==> src/vrt_pkg.sv <==
package vrt_pkg;

    localparam int MAX_VOXELS_DEF = 64;
    localparam int FRAC_BITS_DEF  = 16;
    localparam int ORIGIN_W       = 32;
    localparam int DIR_W          = 16;
    localparam int LEN_W          = 22;
    localparam int COORD_W        = 16;
    localparam int ENTRY_W        = 22;
    localparam int LIMIT_W        = 7;
    localparam int MAG_W          = 17;
    localparam logic [LEN_W-1:0]   LEN_ZERO    = '0;
    localparam logic [ENTRY_W-1:0] ENTRY_MAX   = 22'd2228224;
    localparam logic [LIMIT_W-1:0] LIMIT_RESET = 7'd64;

    typedef struct packed {
        logic signed [ORIGIN_W-1:0] origin_x;
        logic signed [ORIGIN_W-1:0] origin_y;
        logic signed [ORIGIN_W-1:0] origin_z;
        logic signed [DIR_W-1:0]    dir_x;
        logic signed [DIR_W-1:0]    dir_y;
        logic signed [DIR_W-1:0]    dir_z;
        logic [LEN_W-1:0]           ray_length;
    } ray_t;

    typedef struct packed {
        logic signed [COORD_W-1:0] voxel_x;
        logic signed [COORD_W-1:0] voxel_y;
        logic signed [COORD_W-1:0] voxel_z;
        logic [ENTRY_W-1:0]        entry_distance;
        logic                      last_voxel;
        logic                      truncated;
    } voxel_t;

    typedef struct packed {
        logic load;
        logic square;
        logic root_step;
        logic div_first;
        logic div_step;
        logic mul;
        logic walk;
    } cmd_t;

    typedef struct packed {
        logic emit_ok;
        logic last;
    } status_t;

endpackage

==> src/vrt_ctrl.sv <==
module vrt_ctrl #(
    parameter int FRAC_BITS = vrt_pkg::FRAC_BITS_DEF
) (
    input  logic            clk,
    input  logic            rst_n,
    input  logic            in_valid,
    output logic            in_ready,
    input  vrt_pkg::status_t status,
    output vrt_pkg::cmd_t    cmd
);
    import vrt_pkg::*;

    localparam int RW = 16 + FRAC_BITS;
    localparam int SW = $clog2(RW);
    localparam logic [SW-1:0] LAST_STEP = SW'(RW - 1);

    typedef enum logic [5:0] {
        ST_IDLE = 6'b000001,
        ST_SQR  = 6'b000010,
        ST_ROOT = 6'b000100,
        ST_DIV  = 6'b001000,
        ST_MUL  = 6'b010000,
        ST_WALK = 6'b100000
    } state_t;

    state_t         state_reg, state_next;
    logic [SW-1:0]  cnt_reg, cnt_next;

    always_ff @(posedge clk or negedge rst_n)
    begin
        if (!rst_n)
        begin
            state_reg <= ST_IDLE;
            cnt_reg   <= '0;
        end
        else
        begin
            state_reg <= state_next;
            cnt_reg   <= cnt_next;
        end
    end

    always_comb
    begin
        state_next = state_reg;
        cnt_next   = cnt_reg;
        cmd        = '0;
        in_ready   = 1'b0;
        unique case (state_reg)
            ST_IDLE:
            begin
                in_ready = 1'b1;
                if (in_valid)
                begin
                    cmd.load   = 1'b1;
                    state_next = ST_SQR;
                end
            end
            ST_SQR:
            begin
                cmd.square = 1'b1;
                cnt_next   = '0;
                state_next = ST_ROOT;
            end
            ST_ROOT:
            begin
                cmd.root_step = 1'b1;
                cnt_next      = cnt_reg + 1'b1;
                if (cnt_reg == LAST_STEP)
                begin
                    cnt_next   = '0;
                    state_next = ST_DIV;
                end
            end
            ST_DIV:
            begin
                cmd.div_step  = 1'b1;
                cmd.div_first = (cnt_reg == '0);
                cnt_next      = cnt_reg + 1'b1;
                if (cnt_reg == LAST_STEP)
                begin
                    cnt_next   = '0;
                    state_next = ST_MUL;
                end
            end
            ST_MUL:
            begin
                cmd.mul    = 1'b1;
                state_next = ST_WALK;
            end
            ST_WALK:
            begin
                if (status.emit_ok)
                begin
                    cmd.walk = 1'b1;
                    if (status.last)
                        state_next = ST_IDLE;
                end
            end
            default:
            begin
                state_next = ST_IDLE;
            end
        endcase
    end

endmodule

==> config.mk <==
export PLATFORM = sky130hd
export DESIGN_NAME = vrt_ctrl
export DESIGN_NICKNAME = d
export VERILOG_FILES = /design/src/vrt_pkg.sv /design/src/vrt_ctrl.sv
export SDC_FILE = /design/constraint.sdc
export NUM_CORES = 1
export LEC_CHECK = 0
export BUFFER_PORTS_ARGS = -buffer_cell sky130_fd_sc_hd__buf_2
export CAP_MARGIN = 20
export CORE_MARGIN = 10
export CORE_UTILIZATION = 47
export DETAILED_ROUTE_END_ITERATION = 6
export HOLD_SLACK_MARGIN = 0.08
export PLACE_DENSITY = 0.69
export SLEW_MARGIN = 40
export SYNTH_ARGS = -nofsm -noshare
export SYNTH_HDL_FRONTEND = slang
export SYNTH_SLANG_ARGS = --single-unit
==> constraint.sdc <==
create_clock -name clk -period 1.85 [get_ports clk]
set_input_delay 0.37 -clock clk [delete_from_list [all_inputs] [get_ports clk]]
set_output_delay 0.37 -clock clk [all_outputs]
set_load 0.01 [all_outputs]
Word-level counts from Yosys, hierarchy flattened --
Cells that the tools add are included.
Word-level totals: word-level logic and storage cells 36, flip-flop bits (word level) 11, output and inout port bits 8, input bits 5
Operators by class: reductions and logical operators 4, add/subtract/negate cells 1, equal/unequal tests 12, mux-type cells 17
Operator list (number):
- $pmux W6 S6 | 1
- $mux W6 | 5
- $ne A2 B2 Y1 const B | 5
- $pmux W5 S2 | 1
- $mux W1 | 8
- $eq A6 B1 Y1 const B | 1
- $eq A6 B2 Y1 const B | 1
- $eq A6 B3 Y1 const B | 1
- $eq A6 B4 Y1 const B | 1
- $eq A6 B5 Y1 const B | 1
- $eq A6 B6 Y1 const B | 1
- $add A5 B1 Y5 const B | 1
- $eq A5 B5 Y1 const B | 1
- $logic_not A5 Y1 | 1
- $mux W5 | 1
- $reduce_and A5 Y1 | 1
- $mux W2 | 1
- $reduce_bool A2 Y1 | 1
- $reduce_or A2 Y1 | 1

Logic depth before layout (Yosys ltp) --
depth after elaboration 3, mapped depth 6

Least setup slack after synthesis --
OpenSTA, ideal clock, no wires.
path type register to output, start point reg state_reg[1], end point out cmd[3] in the netlist's numbering, path slack -0.198 ns, path buffers 0, arrival 1.678 ns, data required time 1.480 ns, stages on the path, launching flop included 4, path through dfrtp_1 > or4_4 > or2_2 > nor4_1
RTL lines:
- start: declaration | line vrt_ctrl.sv:26 | state_t state_reg, state_next;
- start signal: assignment | line vrt_ctrl.sv:38 | state_reg <= state_next;
- end: declaration | line vrt_ctrl.sv:9 | output vrt_pkg::cmd_t cmd

==> impl_metrics.json <==
{
  "wl_per_cell_um": 17.5,
  "placementRows": 13,
  "wirelength_mm": 2.20,
  "r2r_cells": 5,
  "grt_pass1_wl_mm": 3.57,
  "power_frac_clock_pct": 12.1,
  "cp_cell_sequence": "buf_6, or4_4, nor2_4, and2_4, buf_6",
  "via_count": 738,
  "clock_path_buffers": 2,
  "largest_reg_flops": 6,
  "drc": 0,
  "grt_pass1_vias": 774,
  "ant_nets": 0,
  "seq_power_share_pct": 24.5,
  "gr-total-overflow": 0,
  "ys_seq_elements": 11,
  "fp.dieH_um": 58.6,
  "vias_per_cell": 5.86,
  "r2r_end": "cnt_reg[3]",
  "cp_top_family": "simple AND/OR/NAND/NOR gates",
  "clkLatencyLatePin_ns": 0.27,
  "fin_ws_ns": -0.217,
  "pin_count": 13,
  "leakage_nw": 0.552,
  "switching_share_pct": 38.1,
  "peakVddDrop_mv": 0.844,
  "track_usage_pct": 12.8,
  "maxCapViolations": 0,
  "drive_above_1_share_pct": 49.5,
  "p_comb_share_pct": 63.3,
  "ys_types": 36,
  "antenna_found_initial": 0,
  "crit_type": "reg -> out",
  "h-tree-depth": 1,
  "required_ns": 1.48,
  "reg2reg_from": "state_reg[1]",
  "insertedDiodeCount": 0,
  "gp_congestion": 0.825,
  "synthMostInstantiatedCell": "dfrtp_1",
  "run_status": "finished with violations",
  "dp_hpwl_mm": 1.31,
  "failed_checks": "setup timing",
  "cp_max_fo": 3,
  "worstSetupStartpoint": "state_reg[5]",
  "fp.dieArea_um2": 3440,
  "worst_path_most_repeated_cell": "buf_6",
  "drv_slew": 0,
  "synthTopCellsByCount": "dfrtp_1 (10), nor2_1 (7), inv_1 (4), nand2b_1 (4)",
  "path_depth": 5,
  "core_area_um2": 1350,
  "r2r_slack_ns": -0.01,
  "synth_edf_count": 0,
  "synth_warnings": 0,
  "yosys.area.top_type": "dfrtp_1",
  "dr.pass1.iters": 4,
  "rsz0062_at_grt": "yes",
  "tritoncts": "done",
  "p_per_area_nw_per_um2": 1200,
  "synthCells": 75,
  "cp_slowest_cell": "or4_4",
  "setup.worst_path.end_class": "primary output",
  "worstSetupStartpointType": "flip-flop",
  "cts.sinks": 11,
  "io_buffers": 12,
  "start_util_pct": 51.9,
  "cts_buffers": 3,
  "worst_pin_slew_ns": 0.397,
  "finalHoldViolCount": 0,
  "ys_seq_area_share_pct": 39.5,
  "ys.flop_type": "dfrtp_1",
  "internal_power_w": 0.000823,
  "syn_avg_cell_area_um2": 9.34,
  "relSlewSlack_pct": 73.4,
  "synth_fp_nets": 83,
  "max_freq_mhz": 484,
  "nets": 120,
  "clkTransAtPathRegs_ns": 0.06,
  "syn2layout_area_growth_pct": 58.2,
  "timing.critical_path.buf_inv": 2,
  "power.total_w": 0.00133,
  "critPathCapture": "cmd[6]",
  "fp.dieW_um": 58.6,
  "holdCritPathClass": "in -> reg",
  "syn_area_um2": 701,
  "setup_tns_ns": -0.825,
  "async_reset_ff_share_pct": 100,
  "grt_max_degree": 12,
  "fin_worst_skew_ns": 0.00710,
  "fin_crit_sh_pct": 112,
  "setup_viol": 8,
  "yosys-top-cells-area": "dfrtp_1 (36%), ha_1 (5.4%), dfstp_2 (3.8%)",
  "root_buffer": "clkbuf_4",
  "critPathArrivalTime_ns": 1.70,
  "synth_top_area_share_pct": 35.7,
  "cp_slowest_stage_delay_ns": 0.52,
  "switchingPower_w": 0.000506,
  "period_minus_slack_ns": 2.07,
  "drt_iter0_drc": 21
}
==> power groups by stage <==
stage	logic [W]	clock network, W	registers [W]
final	0.000842	0.000161	0.000326
after global routing	0.000909	0.000176	0.000334
after CTS	0.000732	0.000164	0.000324
after detailed placement	0.000540	0	0.000329
after global placement	0.000532	0	0.000322
after floorplan	0.000323	0	0.000341
==> stage by stage <==
step	std cells	utilization [%]	instance area, um2	setup slack [ns]	hold WS [ns]
after floorplan	75	-	718	0.00866	0.0744
after detailed placement	112	65.2	880	-0.0334	0.251
after global placement	112	65.2	880	-0.0158	0.248
after global routing	126	82.1	1110	-0.275	0.382
after CTS	123	76.8	1040	-0.223	0.356
final	126	82.1	1110	-0.217	0.386
==> worst min path at each step <==
stage	startpoint	to	slack, ns	cells after the start
2_1_floorplan	rst_n	cnt_reg[0]	0.07	0
3_5_place_dp	rst_n	state_reg[5]	0.25	1
3_3_place_gp	rst_n	state_reg[4]	0.25	1
5_1_grt	in_valid	state_reg[1]	0.38	2
6_report	in_valid	state_reg[1]	0.39	2
4_1_cts	in_valid	state_reg[1]	0.36	2
==> placed cells by master (no fill, tap or decap), drive strengths merged, types with 3 or more instances in the layout <==
cell    count
nor4        3
inv         4
nand2       3
dfrtp      10
ha          3
nand2b      4
clkbuf      4
and2        3
o21ai       3
nor2        7
buf        35
==> layout make-up <==
type | instances | area [um2]
Multi-Input combinational cell | 56 | 478
Sequential cell | 11 | 277
Timing Repair Buffer | 36 | 294
Inverter | 4 | 15.0
Clock buffer | 4 | 26.3
Fill cell | 81 | 241
Tap cell | 15 | 18.8
==> logic make-up (layout without fill, tap and decap cells) <==
kind of cell / after synthesis / in the layout / share of synthesized area, %
and+or+nand+nor: 35 / 35 / 29.6
adders and majority gates: 3 / 3 / 5.36
DFF: 11 / 11 / 39.5
buffers and inverters: 8 / 44 / 5.36
xor gates and xnor gates: 3 / 3 / 3.75
AOI/OAI and AO/OA: 14 / 14 / 15.0
muxes: 1 / 1 / 1.43
==> metal layers <==
metal | track usage, % | wire length, um | share of wire (%) | up-vias
met5 | 0 | 0 | 0 | -
met4 | 1.97 | 23 | 1.0 | 0
met3 | 5.36 | 179 | 8.1 | 2
met2 | 21.1 | 1010 | 46 | 26
met1 | 15.5 | 987 | 45 | 365
li1 | - | - | - | 345
==> timing repair <==
action,CTS,global route
setup buffers,6,4
gates resized for setup,17,12
pin swaps,8,9
endpoints found under the setup margin,9,12
gates cloned,0,0
endpoints found under the hold margin,10,0
hold buffers,1,0
Power figures use the tool's default switching activity.
